## config.mk

```make
export PLATFORM = sky130hd
export DESIGN_NAME = bb3_cmd_queue
export DESIGN_NICKNAME = d
export VERILOG_FILES = /design/src/design/bb3_pkg.sv /design/src/design/bb3_cmd_queue.sv
export SDC_FILE = /design/constraint.sdc
export NUM_CORES = 1
export LEC_CHECK = 0
export BUFFER_PORTS_ARGS = -buffer_cell sky130_fd_sc_hd__buf_4
export CAP_MARGIN = 30
export CORE_ASPECT_RATIO = 0.6
export CORE_MARGIN = 10
export CORE_UTILIZATION = 46
export CTS_CLUSTER_DIAMETER = 80
export CTS_CLUSTER_SIZE = 30
export DETAILED_ROUTE_END_ITERATION = 8
export GPL_TIMING_DRIVEN = 0
export PLACE_DENSITY = 0.84
export SLEW_MARGIN = 40
export SYNTH_ARGS = -nofsm -noshare
export SYNTH_HDL_FRONTEND = slang
export SYNTH_SLANG_ARGS = --single-unit
```

## constraint.sdc

```tcl
create_clock -name clk -period 2.6 [get_ports clk]
set_input_delay 0.65 -clock clk [delete_from_list [all_inputs] [get_ports clk]]
set_output_delay 0.65 -clock clk [all_outputs]
set_load 0.02 [all_outputs]
```

## src/design/bb3_pkg.sv

```systemverilog
// ----------------------------------------------------------------------------
// bb3_pkg: shared types and constants of the clipped 3x3 box blur
// Sizes, the command record passed from the front to the back end, and the
// reciprocal table used for the divide by the window pixel count.
// ----------------------------------------------------------------------------
package bb3_pkg;

  localparam int MAX_COLS  = 1024;
  localparam int MAX_ROWS  = 1024;

  localparam int PIX_W     = 8;
  localparam int CFG_W     = 11;
  localparam int CFG_IDX_W = 1;
  localparam int COL_W     = $clog2(MAX_COLS);
  localparam int ROW_W     = $clog2(MAX_ROWS);

  // One column of up to three pixels, and the full window of up to nine.
  localparam int CSUM_W    = PIX_W + 2;
  localparam int SUM_W     = PIX_W + 4;
  localparam int CNT_W     = 4;
  localparam int FRAC_W    = 16;
  localparam int RECIP_W   = FRAC_W + 1;

  localparam int QDEPTH    = 2;
  localparam int QPTR_W    = $clog2(QDEPTH);
  localparam int QCNT_W    = $clog2(QDEPTH + 1);

  // Register indexes of the configuration port.
  localparam logic [CFG_IDX_W-1:0] CFG_ROWS = 1'b0;
  localparam logic [CFG_IDX_W-1:0] CFG_COLS = 1'b1;

  typedef enum logic {
    OP_PIXEL = 1'b0,
    OP_DRAIN = 1'b1
  } op_t;

  // Work for the back end, fully classified by the front end.
  typedef struct packed {
    op_t              kind;
    logic [ROW_W-1:0] row;       // row of the results
    logic [COL_W-1:0] col;       // input column, or drain column
    logic [PIX_W-1:0] pixel;
    logic             emit_a;    // result one column back
    logic             emit_b;    // extra result at the last column
    logic             top_ok;    // upper window row exists
    logic             right_ok;  // right window column exists (drain)
    logic             prime;     // first drain: load two columns
    logic             done;      // final result of the frame
  } cmd_t;

  // ceil(2^FRAC_W / count); exact floor for every window sum.
  function automatic logic [RECIP_W-1:0] recip(input logic [CNT_W-1:0] count);
    logic [RECIP_W-1:0] r;
    case (count)
      4'd1:    r = 17'd65536;
      4'd2:    r = 17'd32768;
      4'd3:    r = 17'd21846;
      4'd4:    r = 17'd16384;
      4'd6:    r = 17'd10923;
      4'd9:    r = 17'd7282;
      default: r = '0;
    endcase
    return r;
  endfunction

endpackage

```

## src/design/bb3_cmd_queue.sv

```systemverilog
// ----------------------------------------------------------------------------
// bb3_cmd_queue: command queue
// Short FIFO of classified commands between the front and back end.
// ----------------------------------------------------------------------------
module bb3_cmd_queue import bb3_pkg::*; (
  input  logic clk,
  input  logic rst,
  input  logic push,
  input  cmd_t push_cmd,
  output logic full,
  input  logic pop,
  output logic head_valid,
  output cmd_t head
);

  cmd_t              slots [QDEPTH];
  logic [QPTR_W-1:0] wr_ptr;
  logic [QPTR_W-1:0] rd_ptr;
  logic [QCNT_W-1:0] count;

  assign full       = (count == QCNT_W'(QDEPTH));
  assign head_valid = (count != '0);
  assign head       = slots[rd_ptr];

  always_ff @(posedge clk) begin
    if (push) begin
      slots[wr_ptr] <= push_cmd;
    end
  end

  always_ff @(posedge clk) begin
    if (rst) begin
      wr_ptr <= '0;
      rd_ptr <= '0;
      count  <= '0;
    end else begin
      if (push) begin
        wr_ptr <= (wr_ptr == QPTR_W'(QDEPTH - 1)) ? '0 : wr_ptr + QPTR_W'(1);
      end
      if (pop) begin
        rd_ptr <= (rd_ptr == QPTR_W'(QDEPTH - 1)) ? '0 : rd_ptr + QPTR_W'(1);
      end
      if (push && !pop) begin
        count <= count + QCNT_W'(1);
      end else if (pop && !push) begin
        count <= count - QCNT_W'(1);
      end
    end
  end

  a_no_overflow: assert property (@(posedge clk) disable iff (rst)
    push |-> !full)
    else $error("command queue overflow");

  a_no_underflow: assert property (@(posedge clk) disable iff (rst)
    pop |-> head_valid)
    else $error("command queue underflow");

endmodule

```

Word level (Yosys, flattened, before mapping)
Memory sizes are Yosys's and may differ from the RTL's. A register that Yosys moved wholly into a read port is not among the register bits.
Index checks and enable logic that the tools add are counted.
{ "totals": {"register_bits": 4, "latchBits": 0, "ramBits": 70, "mem_bits_ro": 0, "in_bits": 39, "out_inout_bits": 37, "elab_cells": 23, "n_memories": 1} }
{ "memory_table": {"columns": ["name", "depth", "word_bits", "read_ports", "rd_ports_with_merged_regs", "write_ports", "line_no", "text"], "rows": [
  ["slots", 2, 35, 1, 1, 1, "bb3_cmd_queue.sv:16", "cmd_t slots [QDEPTH];"]
]} }
{ "classes": {"addsub": 4, "mul": 0, "div_mod_pow": 0, "n_lt_le_gt_ge": 0, "eq_ne": 1, "shift": 0, "mux": 8, "bitwise_logic": 0, "reduce_logical": 6} }
{ "ops": {"columns": ["op", "n"], "rows": [
  ["$mux 1", 6],
  ["$mux 2", 2],
  ["$reduce_bool 2->1", 2],
  ["$add 1x1->1 const B", 2],
  ["$add 2x1->2 const B", 1],
  ["$eq 2x2->1 const B", 1],
  ["$logic_and 1x1->1", 2],
  ["$logic_not 1->1", 2],
  ["$sub 2x1->2 const B", 1]
]} }

Longest topological paths before layout
Gate-level depths: netlist of run 1.
{ "depth": {"depth_word": 4, "depth_mapped": 5} }

Worst setup path after synthesis of run 1
No wires, ideal clock.
{ "synth_timing": {"path_kind": "input port to flip-flop", "from": "in push", "to": "mem slots[0][0] (netlist bit) (enable)", "arrival_ps": 2226, "required_ps": 2169, "path_slack_ps": -57, "stages": 1, "path_cell_list": "nor2b_1"} }
{ "synth_between": {"elab_chain_len": 2} }
{ "synth_rtl": {"columns": ["item", "line_no", "text"], "rows": [
  ["from (decl)", "bb3_cmd_queue.sv:8", "input logic push,"],
  ["$mux 1", "bb3_cmd_queue.sv:26", "if (push) begin"],
  ["$mux 1 (implied by the code)", "bb3_cmd_queue.sv:27", "slots[wr_ptr] <= push_cmd;"],
  ["to (decl)", "bb3_cmd_queue.sv:16", null]
]} }
Every way passes these cells.

==> flow_metrics.env, run 1 <==
export IMPL_outcome="complete, no violations"
export IMPL_p_comb_share_pct=15.8
export IMPL_drv_cap=0
export IMPL_cts_resized=0
export IMPL_numCtsBuffers=9
export IMPL_path_max_fanout=10
export IMPL_ant_nets=0
export IMPL_grt_use_met1_pct=12.16
export IMPL_gr_usage_met3_pct=7.133
export IMPL_grt_pass1_vias=1617
export IMPL_utilization_pct=64.31
export IMPL_synth_edff_count=70
export IMPL_routed_via_density=4.723
export IMPL_clk_insertion_delay_late_ps=340
export IMPL_areaGrowthSynthToFinish_pct=32.95
export IMPL_dpl_worst_slack_ps=713.8
export IMPL_synth_most_common_cell="edfxtp_1"
export IMPL_die_w_um=119.7
export IMPL_p_sw_w=0.0006516
export IMPL_switching_share_pct=24.11
export IMPL_synth_area_per_cell_um2=20.96
export IMPL_finalSetupViolCount=0
export IMPL_port_buffers=75
export IMPL_setup_ws_ps=349.0
export IMPL_synthesis_area_um2=2745
export IMPL_top_usage_layer="met2"
export IMPL_clockBufferDepth=2
export IMPL_power_density_nw_per_um2=740.6
export IMPL_clock_skew_ps=6.760
export IMPL_synthTopCellsByCount="70 x edfxtp_1, 35 x mux2_2, 5 x dfxtp_1"
export IMPL_hold_violations=0
export IMPL_diodes=0
export IMPL_ir_worst_vdd_uv=479.9
export IMPL_drv_slew=0
export IMPL_yosys_area_top_type_share_pct=76.57
export IMPL_rsz0062_at_grt="no"
export IMPL_rows=21
export IMPL_die_h_um=79.84
export IMPL_drtIter0Drc=84
export IMPL_cts_tree="done"
export IMPL_syn_nets=171
export IMPL_leakagePower_nw=1.381
export IMPL_grt_antenna_before_repair=0
export IMPL_grt_max_degree=21
export IMPL_synth_async_reset_ratio_pct=0
export IMPL_routedWlPerCell_um=17.73
export IMPL_drive_gt1_share_pct=60.54
export IMPL_grt_pass1_wl_mm=8.321
export IMPL_seqPwrFrac_pct=52.7
export IMPL_cp_arrival_ps=1600
export IMPL_internal_power_w=0.002051
export IMPL_synth_cell_types=17
export IMPL_period_share_pct=86.58
export IMPL_hold_class="input pin to flip-flop"
export IMPL_netlist_instances=131
export IMPL_synthTopCellsByArea="edfxtp_1 77%, mux2_2 14%, dfxtp_1 3.6%"
export IMPL_startpoint_type="flip-flop"
export IMPL_ys_seq_area_share_pct=80.22
export IMPL_drtPass1Iterations=4
export IMPL_drc=0
export IMPL_cts_setup_buffers=0
export IMPL_grt_overflow=0
export IMPL_clk_root_buffer_cell="clkbuf_8"
export IMPL_boundaryPins=76
export IMPL_hpwl_mm=3.880
export IMPL_yosysWarnings=0
export IMPL_clkPwrFrac_pct=31.6
export IMPL_fp_coreArea_um2=5675
export IMPL_route_vias_total=1431
export IMPL_maxSlewHeadroom_pct=64.36
export IMPL_synthFlopType="edfxtp_1"
export IMPL_grt_usage_pct=11.55
export IMPL_cp_end_kind="output port"
export IMPL_max_freq_mhz=444.2
export IMPL_finalNetCount=259
export IMPL_grt_use_met2_pct=18.38
export IMPL_htreeDepth=3
export IMPL_crit_type="flip-flop to output port"
export IMPL_die_area_um2=9559
export IMPL_synth_seq_cells=75
export IMPL_hold_buffers=0
export IMPL_clkTransAtPathRegs_ps=80
export IMPL_required_ps=1950
export IMPL_gp_congestion=0.6990
export IMPL_start_util_pct=48.37
export IMPL_layout_min_cycle_time_ps=2251
export IMPL_finalWirelength_mm=5.373
export IMPL_yosys_area_top_type="edfxtp_1"
export IMPL_max_slew_worst_pin_slew_ps=533.5
export IMPL_clock_sinks=75
-- sequential cells by signal, indices dropped and copies added, names as in the netlist, named ones only --
signal and flops:
rd_ptr 1, slots 70, count 2, wr_ptr 1
-- cells in the final DEF, fill, tap and decap left out, types with 2 or more instances in the layout --
cell        netlist  final
buf_4             0     75
edfxtp_1         70     70
mux2_2           35     35
clkbuf_8          0      9
dfxtp_1           5      5
nor2_1            4      4
buf_6             3      3
clkinvlp_4        0      3
xor2_1            2      2
xnor2_1           2      2
-- critical path: stages (launching register included) --
cell and delay (ps):
dfxtp_1 310, buf_2 240, buf_6 190, mux2_2 360, buf_4 160
-- per-layer routing --
metal / wire (um) / up-vias
met3: 520 / 7
met2: 2585 / 56
met4: 64 / 0
met1: 2202 / 687
li1: - / 681
met5: 0 / -
-- power by group through the flow --
stage          registers [W]  clock network, W  logic, W
2_1_floorplan        0.00145                 0  0.000234
3_3_place_gp         0.00145                 0  0.000415
3_5_place_dp         0.00145                 0  0.000433
4_1_cts              0.00142          0.000880  0.000435
5_1_grt              0.00143          0.000929  0.000457
6_report             0.00142          0.000853  0.000426
-- per-stage QoR --
| stage | TNS (ps) | total power, W | hold WS, ps | std cells | instance area, um2 |
|---|---|---|---|---|---|
| after floorplan | 0 | 0.001680 | 456.4 | 131 | 2748 |
| after global placement | -74.90 | 0.001865 | 477.8 | 286 | 3411 |
| final | 0 | 0.002703 | 486.9 | 303 | 3650 |
| after global routing | 0 | 0.002818 | 457.6 | 303 | 3650 |
| after CTS | 0 | 0.002740 | 467.5 | 303 | 3650 |
| after detailed placement | 0 | 0.001885 | 491.7 | 288 | 3460 |
-- layout make-up --
cell class	count	area [um2]
inverter	1	3.754
buffer	4	38.79
tap	80	100.1
fill	427	2026
clock inverter	6	66.31
timing repair buffer	77	605.6
clock buffer	9	123.9
sequential	75	2202
multi-input combinational	51	509.2
-- logic make-up (layout without fill, tap and decap cells) --
kind of cell             after synthesis  in the layout  share of synthesized area, %
buffers and inverters                  5             97                         1.549
AND/OR/NAND/NOR                        9              9                         1.778
multiplexers                          35             35                         14.36
flip-flops                            75             75                         80.22
XOR/XNOR                               4              4                         1.276
AO/OA/AOI/OAI                          2              2                        0.3643
adder cells (fa/ha/maj)                1              1                        0.4557
-- path summary, 6_finish.rpt --
check / from / endpoint / slack (ps) / cells after the start
worst max-delay path: flip-flop / head[22] / 350 / 4
worst min-delay path: push_cmd[3] / slots[0][3] / 490 / 1
worst max register to register: wr_ptr / slots[1][27] / 1210 / 2
worst min register to register: count[1] / count[1] / 500 / 2
(Power assumes the default switching activity.)
==> run 2, diff against run 1 <==
CAP_MARGIN = 10   (was 30)
CORE_UTILIZATION = 51   (was 46)
PLACE_DENSITY = 0.88   (was 0.84)
clock period = 2.1 ns   (was 2.6 ns; I/O delays follow)
==> run 2 against run 1 <==
Compared with the run above: clock power grew 48%; global-route usage grew 1.3 points; core utilization grew 7.8 points; critical path type unchanged.
==> flow_metrics.env, run 2 (synthesis gave the netlist of run 1 again) <==
export IMPL_outcome="complete, no violations"
export IMPL_cp_arrival_ps=1500
export IMPL_grt_pass1_wl_mm=8.583
export IMPL_clkTransAtPathRegs_ps=70
export IMPL_hold_violations=0
export IMPL_clockBufferDepth=2
export IMPL_min_path_cells=1
export IMPL_startpoint_type="flip-flop"
export IMPL_ir_worst_vdd_uv=464.7
export IMPL_die_w_um=114.7
export IMPL_hpwl_mm=4.025
export IMPL_cts_setup_buffers=0
export IMPL_fp_coreArea_um2=5130
export IMPL_grt_max_degree=20
export IMPL_hold_class="input pin to flip-flop"
export IMPL_setup_ws_ps=77.07
export IMPL_finalWirelength_mm=5.484
export IMPL_drv_cap=0
export IMPL_period_share_pct=96.33
export IMPL_max_slew_worst_pin_slew_ps=582.1
export IMPL_drtIter0Drc=57
export IMPL_leakagePower_nw=1.413
export IMPL_clock_skew_ps=4.790
export IMPL_routedWlPerCell_um=18.98
export IMPL_port_buffers=75
export IMPL_fin_total_pwr_w=0.003568
export IMPL_htreeDepth=3
export IMPL_drive_gt1_share_pct=59.64
export IMPL_finalSetupViolCount=0
export IMPL_clk_insertion_delay_late_ps=340
export IMPL_rows=20
export IMPL_regMostFlops="slots"
export IMPL_clk_root_buffer_cell="clkbuf_8"
export IMPL_gp_congestion=0.7143
export IMPL_finalNetCount=259
export IMPL_power_density_nw_per_um2=965.0
export IMPL_diodes=0
export IMPL_path_max_fanout=10
export IMPL_route_vias_total=1471
export IMPL_r2r_cells=2
export IMPL_crit_path_top_delay_cell="mux2_2"
export IMPL_largestRegisters="slots x70, count x2"
export IMPL_die_h_um=76.83
export IMPL_utilization_pct=72.07
export IMPL_rsz0062_at_grt="no"
export IMPL_areaGrowthSynthToFinish_pct=34.69
export IMPL_numCtsBuffers=9
export IMPL_boundaryPins=76
export IMPL_required_ps=1570
export IMPL_dpl_worst_slack_ps=343.3
export IMPL_maxSlewHeadroom_pct=61.11
export IMPL_grt_overflow=0
export IMPL_grt_antenna_before_repair=0
export IMPL_cp_cell_sequence="buf_6 -> buf_6 -> mux2_2 -> buf_4"
export IMPL_hold_slack_ps=366.4
export IMPL_start_util_pct=53.51
export IMPL_ant_nets=0
export IMPL_crit_type="flip-flop to output port"
export IMPL_final_cell_mix="75 x buf_4, 70 x edfxtp_1, 35 x mux2_2"
export IMPL_drc=0
export IMPL_drv_slew=0
export IMPL_max_freq_mhz=494.3
export IMPL_grt_pass1_vias=1674
export IMPL_final_common_cell="buf_4"
export IMPL_cts_tree="done"
export IMPL_largest_reg_flops=70
export IMPL_max_stage_delay_ps=340
export IMPL_grt_usage_pct=12.85
export IMPL_die_area_um2=8814
export IMPL_critPathMostFrequentCell="buf_6"
export IMPL_routed_via_density=5.090
export IMPL_cp_end_kind="output port"
export IMPL_layout_min_cycle_time_ps=2023
export IMPL_clock_sinks=75
export IMPL_drtPass1Iterations=4
## run 2: changes by cell type in the layout (fill, tap and decap cells not counted), sizes merged
| cell | before | now |
|---|---|---|
| clkinvlp | 3 | 1 |
| clkinv | 1 | 2 |
| inv | 2 | 1 |
| bufinv | 1 | 3 |
## run 2: critical path: cells and delay by family (launching register included)
kind	cells	cell delay, ps
muxes	1	340
buffers and inverters	3	480
DFF	1	330
## run 2: area by class of cell
cell class / count / area (um2)
Clock inverter: 6 / 105.1
Inverter: 1 / 3.754
Sequential cell: 75 / 2202
Buffer: 4 / 52.55
Fill cell: 307 / 1433
Clock buffer: 9 / 123.9
Tap cell: 66 / 82.58
Multi-Input combinational cell: 51 / 509.2
Timing Repair Buffer: 77 / 618.1
## run 2: power breakdown
part           leakage (nW)  switching, W  internal [W]  total (W)
Combinational         0.604      0.000272      0.000269   0.000541
Sequential            0.699     0.0000280       0.00174    0.00177
Clock                 0.110      0.000487      0.000774    0.00126
## run 2: final timing paths
kind,startpoint,end,slack [ps]
setup / recovery,flip-flop,head[11],80
hold / removal,push_cmd[24],slots[1][24],370
setup reg to reg,wr_ptr,slots[1][19],640
hold reg to reg,count[1],count[1],520
## run 2: layer usage
layer / part of all wire (%) / vias up / track usage (%) / wire, um
met1: 39 / 710 / 13.77 / 2155
met4: 1.5 / 0 / 4.926 / 83
met2: 48 / 70 / 19.56 / 2642
met3: 11 / 10 / 8.780 / 603
li1: - / 681 / - / -
met5: 0 / - / 0 / 0
## run 2: what timing repair did
action | 4_1_cts | 5_1_grt
gates resized for setup | 1 | 3
pin swaps | 0 | 0
hold buffers | 0 | 0
endpoints found under the setup margin | 30 | 29
## run 2: per-stage QoR
step           setup TNS (ps)  cells  instance area [um2]
2_1_floorplan               0    131                 2748
3_3_place_gp           -19600    272                 3393
3_5_place_dp                0    274                 3455
4_1_cts                     0    289                 3686
5_1_grt                     0    289                 3697
6_report                    0    289                 3697
