**src/design/bb3_pkg.sv**
```systemverilog
// ----------------------------------------------------------------------------
// bb3_pkg: shared types and constants of the clipped 3x3 box blur
// Sizes, the command record passed from the front to the back end, and the
// reciprocal table used for the divide by the window pixel count.
// ----------------------------------------------------------------------------
package bb3_pkg;

  localparam int MAX_COLS  = 1024;
  localparam int MAX_ROWS  = 1024;

  localparam int PIX_W     = 8;
  localparam int CFG_W     = 11;
  localparam int CFG_IDX_W = 1;
  localparam int COL_W     = $clog2(MAX_COLS);
  localparam int ROW_W     = $clog2(MAX_ROWS);

  // One column of up to three pixels, and the full window of up to nine.
  localparam int CSUM_W    = PIX_W + 2;
  localparam int SUM_W     = PIX_W + 4;
  localparam int CNT_W     = 4;
  localparam int FRAC_W    = 16;
  localparam int RECIP_W   = FRAC_W + 1;

  localparam int QDEPTH    = 2;
  localparam int QPTR_W    = $clog2(QDEPTH);
  localparam int QCNT_W    = $clog2(QDEPTH + 1);

  // Register indexes of the configuration port.
  localparam logic [CFG_IDX_W-1:0] CFG_ROWS = 1'b0;
  localparam logic [CFG_IDX_W-1:0] CFG_COLS = 1'b1;

  typedef enum logic {
    OP_PIXEL = 1'b0,
    OP_DRAIN = 1'b1
  } op_t;

  // Work for the back end, fully classified by the front end.
  typedef struct packed {
    op_t              kind;
    logic [ROW_W-1:0] row;       // row of the results
    logic [COL_W-1:0] col;       // input column, or drain column
    logic [PIX_W-1:0] pixel;
    logic             emit_a;    // result one column back
    logic             emit_b;    // extra result at the last column
    logic             top_ok;    // upper window row exists
    logic             right_ok;  // right window column exists (drain)
    logic             prime;     // first drain: load two columns
    logic             done;      // final result of the frame
  } cmd_t;

  // ceil(2^FRAC_W / count); exact floor for every window sum.
  function automatic logic [RECIP_W-1:0] recip(input logic [CNT_W-1:0] count);
    logic [RECIP_W-1:0] r;
    case (count)
      4'd1:    r = 17'd65536;
      4'd2:    r = 17'd32768;
      4'd3:    r = 17'd21846;
      4'd4:    r = 17'd16384;
      4'd6:    r = 17'd10923;
      4'd9:    r = 17'd7282;
      default: r = '0;
    endcase
    return r;
  endfunction

endpackage

```
**src/design/bb3_in_if.sv**
```systemverilog
// ----------------------------------------------------------------------------
// bb3_in_if: input pixel channel
// Valid/ready channel carrying one pixel or one drain tick per transaction.
// ----------------------------------------------------------------------------
interface bb3_in_if import bb3_pkg::*; ();
  logic             valid;
  logic             ready;
  logic             op;
  logic [PIX_W-1:0] pixel_value;

  modport source (output valid, output op, output pixel_value, input ready);
  modport sink (input valid, input op, input pixel_value, output ready);
endinterface

```
**src/design/bb3_front.sv**
```systemverilog
// ----------------------------------------------------------------------------
// bb3_front: input classifier
// Tracks the frame position, holds the configuration and turns each accepted
// transaction into a back-end command, or drops it.
// ----------------------------------------------------------------------------
module bb3_front import bb3_pkg::*; (
  input  logic                 clk,
  input  logic                 rst,
  input  logic                 cfg_wr_en,
  input  logic [CFG_IDX_W-1:0] cfg_index,
  input  logic [CFG_W-1:0]     cfg_data,
  bb3_in_if.sink               pixels,
  input  logic                 queue_full,
  output logic                 push,
  output cmd_t                 push_cmd
);

  logic [CFG_W-1:0] rows_cfg;
  logic [CFG_W-1:0] cols_cfg;
  logic [ROW_W-1:0] in_row;
  logic [COL_W-1:0] in_col;
  logic [CFG_W-1:0] drain_col;
  logic             frame_complete;

  logic [CFG_W-1:0] nr_eff;
  logic [CFG_W-1:0] nc_eff;
  logic [CFG_W-1:0] nr_m1;
  logic [CFG_W-1:0] nc_m1;
  logic [CFG_W-1:0] drain_next;
  logic             last_col;
  logic             last_row;
  logic             accept;
  logic             is_drain;

  always_comb begin
    if (rows_cfg == '0) begin
      nr_eff = CFG_W'(1);
    end else if (rows_cfg > CFG_W'(MAX_ROWS)) begin
      nr_eff = CFG_W'(MAX_ROWS);
    end else begin
      nr_eff = rows_cfg;
    end
    if (cols_cfg == '0) begin
      nc_eff = CFG_W'(1);
    end else if (cols_cfg > CFG_W'(MAX_COLS)) begin
      nc_eff = CFG_W'(MAX_COLS);
    end else begin
      nc_eff = cols_cfg;
    end
  end

  assign nr_m1      = nr_eff - CFG_W'(1);
  assign nc_m1      = nc_eff - CFG_W'(1);
  assign drain_next = drain_col + CFG_W'(1);
  assign last_col   = (CFG_W'(in_col) == nc_m1);
  assign last_row   = (CFG_W'(in_row) == nr_m1);

  assign pixels.ready = !queue_full;
  assign accept       = pixels.valid && pixels.ready;
  assign is_drain     = (pixels.op == OP_DRAIN);

  // Drain ticks count only after the frame; pixels only before its end.
  assign push = accept && (is_drain ? frame_complete : !frame_complete);

  always_comb begin
    push_cmd = '0;
    if (is_drain) begin
      push_cmd.kind     = OP_DRAIN;
      push_cmd.row      = nr_m1[ROW_W-1:0];
      push_cmd.col      = drain_col[COL_W-1:0];
      push_cmd.top_ok   = (nr_eff >= CFG_W'(2));
      push_cmd.right_ok = (drain_next < nc_eff);
      push_cmd.prime    = (drain_col == '0);
      push_cmd.done     = (drain_col == nc_m1);
    end else begin
      push_cmd.kind   = OP_PIXEL;
      push_cmd.row    = in_row - ROW_W'(1);
      push_cmd.col    = in_col;
      push_cmd.pixel  = pixels.pixel_value;
      push_cmd.emit_a = (in_row != '0) && (in_col != '0);
      push_cmd.emit_b = (in_row != '0) && last_col;
      push_cmd.top_ok = (in_row >= ROW_W'(2));
    end
  end

  always_ff @(posedge clk) begin
    if (rst) begin
      rows_cfg       <= CFG_W'(MAX_ROWS);
      cols_cfg       <= CFG_W'(MAX_COLS);
      in_row         <= '0;
      in_col         <= '0;
      drain_col      <= '0;
      frame_complete <= 1'b0;
    end else if (cfg_wr_en) begin
      unique case (cfg_index)
        CFG_ROWS: rows_cfg <= cfg_data;
        CFG_COLS: cols_cfg <= cfg_data;
      endcase
      in_row         <= '0;
      in_col         <= '0;
      drain_col      <= '0;
      frame_complete <= 1'b0;
    end else if (push) begin
      if (is_drain) begin
        if (drain_next >= nc_eff) begin
          in_row         <= '0;
          in_col         <= '0;
          drain_col      <= '0;
          frame_complete <= 1'b0;
        end else begin
          drain_col <= drain_next;
        end
      end else if (last_col) begin
        in_col <= '0;
        if (last_row) begin
          frame_complete <= 1'b1;
        end else begin
          in_row <= in_row + ROW_W'(1);
        end
      end else begin
        in_col <= in_col + COL_W'(1);
      end
    end
  end

  a_complete_at_row_start: assert property (@(posedge clk) disable iff (rst)
    frame_complete |-> (in_col == '0))
    else $error("frame complete away from column zero");

  a_drain_only_after_frame: assert property (@(posedge clk) disable iff (rst)
    (drain_col != '0) |-> frame_complete)
    else $error("drain in progress before frame complete");

endmodule

```
**src/flat_wrapper.sv**
```systemverilog
// flat-port wrapper written by rule: the top's interface ports become plain ports
module bb3_front_flat import bb3_pkg::*;
  (clk, rst, cfg_wr_en, cfg_index, cfg_data, queue_full, push, push_cmd, pixels_valid, pixels_op, pixels_pixel_value, pixels_ready);
  bb3_in_if pixels_i ();
  input  logic clk;
  input  logic rst;
  input  logic cfg_wr_en;
  input  logic [CFG_IDX_W-1:0] cfg_index;
  input  logic [CFG_W-1:0] cfg_data;
  input  logic queue_full;
  output logic push;
  output cmd_t push_cmd;
  input wire logic [$bits(pixels_i.valid)-1:0] pixels_valid;
  input wire logic [$bits(pixels_i.op)-1:0] pixels_op;
  input wire logic [$bits(pixels_i.pixel_value)-1:0] pixels_pixel_value;
  output wire logic [$bits(pixels_i.ready)-1:0] pixels_ready;
  assign pixels_i.valid = pixels_valid;
  assign pixels_i.op = pixels_op;
  assign pixels_i.pixel_value = pixels_pixel_value;
  assign pixels_ready = pixels_i.ready;
  bb3_front u_core (.clk(clk), .rst(rst), .cfg_wr_en(cfg_wr_en), .cfg_index(cfg_index), .cfg_data(cfg_data), .pixels(pixels_i), .queue_full(queue_full), .push(push), .push_cmd(push_cmd));
endmodule
```
**config.mk**
```make
export PLATFORM = sky130hd
export DESIGN_NAME = bb3_front_flat
export DESIGN_NICKNAME = d
export VERILOG_FILES = /design/src/design/bb3_pkg.sv /design/src/design/bb3_in_if.sv /design/src/design/bb3_front.sv /design/src/flat_wrapper.sv
export SDC_FILE = /design/constraint.sdc
export NUM_CORES = 1
export LEC_CHECK = 0
export ABC_AREA = 1
export BUFFER_PORTS_ARGS = -buffer_cell sky130_fd_sc_hd__buf_2
export CAP_MARGIN = 20
export CORE_MARGIN = 2
export CORE_UTILIZATION = 53
export CTS_CLUSTER_DIAMETER = 60
export DETAILED_ROUTE_END_ITERATION = 12
export GPL_TIMING_DRIVEN = 0
export HOLD_SLACK_MARGIN = 0.1
export PLACE_DENSITY = 0.8
export SYNTH_ARGS = -nofsm -noshare
export SYNTH_HDL_FRONTEND = slang
export SYNTH_SLANG_ARGS = --single-unit
```
**constraint.sdc**
```tcl
create_clock -name clk -period 3 [get_ports clk]
set_input_delay 0.75 -clock clk [delete_from_list [all_inputs] [get_ports clk]]
set_output_delay 0.75 -clock clk [all_outputs]
set_load 0.02 [all_outputs]
```
==> Word level (Yosys, flattened, before mapping) <==
Cells that the tools add are included.
{ "op_classes": {"add_sub_neg": 6, "magnitude_cmp": 6, "eq_ne": 5, "n_mux": 20, "bitwise": 1, "n_reduce_logical": 20} }
{ "op_table": {"columns": ["op", "count"], "rows": [
  ["10-bit 2-to-1 mux", 7],
  ["11-bit 2-to-1 mux", 5],
  ["11-bit zero test", 3],
  ["10-bit by 11-bit equality test with 1-bit output", 2],
  ["11-bit > comparator, second input constant", 2],
  ["11-bit by 1-bit subtractor with 11-bit output, second input constant", 2],
  ["21-bit 2-to-1 mux", 1],
  ["10-bit by 1-bit adder with 10-bit output, second input constant", 2],
  ["10-bit nonzero test", 2],
  ["11-bit by 1-bit adder with 11-bit output, second input constant", 1],
  ["11-bit equality test", 1],
  ["11-bit >= comparator", 1],
  ["11-bit by 2-bit >= comparator with 1-bit output, second input constant", 1],
  ["11-bit less-than comparator", 1],
  ["10-bit by 2-bit >= comparator with 1-bit output, second input constant", 1],
  ["10-bit by 1-bit subtractor with 10-bit output, second input constant", 1],
  ["2-bit AND reduction", 4],
  ["4-bit AND reduction", 2],
  ["1-bit 2-to-1 mux", 6],
  ["1-bit logical AND", 4],
  ["2-bit nonzero test", 2],
  ["3-bit 2-to-1 mux", 1],
  ["1-bit zero test", 2],
  ["2-bit by 1-bit != test with 1-bit output, second input constant", 1],
  ["other kinds (3)", 3]
]} }
{ "totals": {"reg_bits": 54, "in_bits": 26, "wordCells": 64} }

==> Depth between registers and ports, before layout <==
{ "logic_depth": {"ltp_word": 8, "ltp_mapped": 24} }

==> Worst setup path before layout <==
OpenSTA, ideal clock, no wires.
{ "synth_timing": {"path_type": "register to register", "start": "reg u_core.drain_col[0]", "end": "reg u_core.in_row[3]", "setup_time_ps": 132, "t_arrival_ps": 3009, "required_time_ps": 2868, "path_slack_ps": -142, "path_stages_with_launch": 22, "path_buffers": 1, "period_less_slack_ps": 3142, "path_cell_list": "dfxtp_1 > ha_1 > nand3_1 > nor2_1 > inv_1 > nor2_1 > nand3_1 > nor2_1 > xor2_1 > inv_1 > ha_1 > nand4_1 > inv_1 > nand3_1 > o2111ai_1 > a21oi_1 > nand2_1 > nand2_1 > clkinv_1 > clkbuf_1 > nand4_1 > a21oi_1"} }
{ "synth_between": {"elab_chain_cells": 4} }
{ "synth_rtl": {"columns": ["item", "line_no", "text"], "rows": [
  ["from (decl)", "bb3_front.sv:22", "logic [CFG_W-1:0] drain_col;"],
  ["from (signal assigned)", "bb3_front.sv:111", "drain_col <= drain_next;"],
  ["11-bit by 1-bit adder with 11-bit output", "bb3_front.sv:54", "assign drain_next = drain_col + CFG_W'(1);"],
  ["11-bit >= comparator", "bb3_front.sv:105", "if (drain_next >= nc_eff) begin"],
  ["2-bit by 1-bit != test with 1-bit output (no line)", null, null],
  ["4-bit AND reduction (no line)", null, null],
  ["to (signal assigned)", "bb3_front.sv:118", "in_row <= in_row + ROW_W'(1);"],
  ["to (decl)", "bb3_front.sv:20", "logic [ROW_W-1:0] in_row;"]
]} }
Every way passes these cells.
A chain may end at the register's enable or synchronous reset.

==> flow_metrics.tcl <==
set metrics [dict create \
    peakVddDrop_mv 0.254 \
    pwr-share-clk 0.236 \
    r2r_setup_slack_ps -460 \
    cts_sinks 54 \
    synthFlopType "dfxtp_1" \
    vias_per_cell 5.89 \
    grtUsageTotal 0.310 \
    hold_class "flip-flop to flip-flop" \
    rr_worst_depth 22 \
    worstSetupStartpointType "flip-flop" \
    die_y_um 97.1 \
    yosysWarnings 0 \
    worstPathCellList "nor2_4, nand3_2, o21bai_4, buf_6, buf_4, nand2_1, ha_1, a21oi_1, o21ai_1, nand3_4, o2111ai_4, nor2_2, buf_6" \
    fp.coreArea_mm2 0.00830 \
    relSlewSlack 0.287 \
    synthesis.nets 814 \
    cp-end-kind "primary output" \
    antenna-diode-count 0 \
    crit_path_top_delay_cell "dfxtp_4" \
    pre_cts_ws_ps -807 \
    seqPwrFrac 0.395 \
    worstSetupPathType "flip-flop to primary output" \
    syn_inst 766 \
    total_power_mw 1.95 \
    cts_made_buffers 5 \
    crit_family "compound AO/OA/AOI/OAI gates" \
    grt_max_degree 18 \
    synth-compound-area-share 0.151 \
    r2r-end "u_core.in_col[9]" \
    fin_skew_ps 17.2 \
    final_nets 927 \
    postCtsHoldBufs 0 \
    grt_pass1_vias 5216 \
    synthAdderAreaFrac 0.0599 \
    gr-total-overflow 0 \
    rows 33 \
    ctsHtreeMaxLevel 2 \
    finalSetupTns_ps -9590 \
    hold_viol_final 0 \
    drc 0 \
    timing.final.ws_setup_ps -481 \
    vias 5799 \
    combPwrFrac 0.368 \
    antenna_found_initial 0 \
    crit_end "push_cmd[2]" \
    synth_cell_types 40 \
    io_pins 63 \
    insertion_delay_ps 320 \
    gp_congestion 0.948 \
    dr.pass1.iters 6 \
    rsz0062_at_grt "true" \
    root_buffer "clkbuf_8" \
    initial_core_util 0.554 \
    p_sw_frac 0.383 \
    io_buffers 62 \
    cp_num_cells 13 \
    p_leak_nw 2.86 \
    cts_tree "done" \
    arrival_ps 2730 \
    reg2reg_from "u_core.cols_cfg[4]" \
    mostFrequentLayoutCells "nand2_1 (149), nor2_1 (108), inv_1 (85), nand3_1 (61), buf_2 (58)" \
    dp.final_hpwl_um 11000 \
    synth_xor_area_frac 0.0438 \
    synth_edf_count 0 \
    synthArstFlopShare 0 \
    worst-path-max-fanout 9 \
    grt_pass1_wl_um 24700 \
    wl_um 16300 \
    fin_crit_sh 1.16 \
    p_sw_uw 747 \
    status "finished with violations" \
    final_common_cell "nand2_1" \
    slew_violations 0 \
    final.min_clock_period_ps 3480 \
    die_w_um 97.1 \
    violations "negative setup slack" \
    avgRoutedWirePerCell_um 16.6 \
    mappedNetlistArea_mm2 0.00459 \
    area_growth_pct 35.7 \
    critPathBufInv 3 \
    synth_top_family_by_area "simple AND/OR/NAND/NOR gates" \
    cts_buffer_depth 2 \
    synth.area.mux_share 0 \
    final_area_mm2 0.00624 \
    synth_seq_area_share 0.235 \
    drv_cap 0 \
    drtIter0Drc 452 \
    cp_common_cell "buf_6" \
    synth-simple-area-share 0.400 \
    worst_pin_slew_ps 1070 \
    cp-startpoint "u_core.cols_cfg[4]" \
    syn_area_per_cell_um2 6.00 \
    internal_power_mw 1.20 \
    ant_nets 0 \
    cpPeakStageDelay_ps 380 \
    cellPowerDensity_mw_per_mm2 313 \
    placed_cell_area_mm2 0.00508 \
    setup_viol 39 \
    cts.clk_slew.worst_paths_ps 100 \
    fmax_ghz 0.287 \
    layout-drive-gt1-share 0.307 \
    required_ps 2250 \
    synth_seq_cells 54 \
    dieArea_mm2 0.00943 \
]
## power groups by stage
stage               clock network [mW]  logic, mW  registers, mW
floorplan                            0      0.404          0.774
global placement                     0      0.526          0.781
detailed placement                   0      0.536          0.783
CTS                              0.460      0.622          0.769
global route                     0.492      0.782          0.773
finish                           0.461      0.718          0.770
## per-layer routing
| metal | GRT usage | share of wire | vias to the layer above | wire, um |
|---|---|---|---|---|
| met3 | 0.0331 | 0.082 | 79 | 1340 |
| met2 | 0.549 | 0.48 | 339 | 7890 |
| li1 | - | - | 2744 | - |
| met4 | 0.124 | 0.043 | 0 | 706 |
| met5 | 0 | 0 | - | 0 |
| met1 | 0.384 | 0.39 | 2637 | 6370 |
## registers in the layout (all words and copies together) (netlist names)
register,count
u_core.in_row,10
u_core.frame_complete,1
u_core.in_col,10
u_core.cols_cfg,11
u_core.rows_cfg,11
u_core.drain_col,11
## Yosys cell counts, types with 3 or more instances
cell      number  area share
nand2_1      169        0.14
buf_2          3      0.0033
o21ai_1        4      0.0044
clkbuf_1      16       0.013
ha_1          22       0.060
clkinv_1       3      0.0025
nand3_1       71       0.077
a211oi_1      11       0.018
a31oi_1        8       0.011
xor2_1        23       0.044
o41ai_1        3      0.0057
nor3_1        15       0.016
buf_6          5       0.012
inv_1         92       0.075
o211ai_1       4      0.0065
dfxtp_1       54        0.24
a21oi_1       34       0.037
nor2_2         3      0.0041
o21ai_0       46       0.050
nor4_1         3      0.0041
nand4_1       20       0.027
nand2_2        4      0.0054
nor2_1       132        0.11
## metrics by stage
stage / utilization / hold slack (ps) / instances
floorplan: - / 444 / 766
global placement: 0.612 / 457 / 933
detailed placement: 0.612 / 461 / 933
CTS: 0.704 / 471 / 970
global route: 0.751 / 504 / 985
finish: 0.751 / 483 / 985
## kinds of logic (layout without fill, tap and decap cells)
kind of cell | after synthesis | after routing
and+or+nand+nor | 425 | 425
xor gates and xnor gates | 23 | 23
AOI/OAI and AO/OA | 119 | 119
buffers and inverters | 123 | 237
adders and majority gates | 22 | 22
DFF | 54 | 54
## how the worst min path moves through the flow
stage	from	cells past startpoint	slack, ps	endpoint
finish	u_core.frame_complete	2	480	u_core.frame_complete
global route	u_core.frame_complete	2	500	u_core.frame_complete
CTS	u_core.frame_complete	2	470	u_core.frame_complete
detailed placement	u_core.frame_complete	2	460	u_core.frame_complete
global placement	u_core.frame_complete	2	460	u_core.frame_complete
floorplan	u_core.frame_complete	2	440	u_core.frame_complete
## repair_timing
| action | CTS | global route |
|---|---|---|
| pin swaps | 39 | 39 |
| endpoints found under the setup margin | 50 | 53 |
| gates cloned | 3 | 0 |
| gates resized for setup | 107 | 94 |
| buffers inserted | 27 | 17 |
## layout make-up
| type | instances | area (um2) |
|---|---|---|
| Tap cell | 105 | 131 |
| Timing Repair Buffer | 106 | 726 |
| Multi-Input combinational cell | 589 | 3600 |
| Clock buffer | 6 | 82.6 |
| Inverter | 97 | 380 |
| Clock inverter | 2 | 16.3 |
| Fill cell | 640 | 2060 |
| Sequential cell | 54 | 1140 |
| Buffer | 25 | 156 |
| Timing Repair inverter | 1 | 8.76 |
## worst reg2reg max path: cells and delay by family (launching register included)
| family | cells | cell delay (ps) |
|---|---|---|
| AO/OA/AOI/OAI | 4 | 660 |
| adder cells (fa/ha/maj) | 1 | 310 |
| buffers and inverters | 3 | 440 |
| flip-flops | 1 | 380 |
| AND/OR/NAND/NOR | 14 | 1640 |
Power figures use the tool's default switching activity.
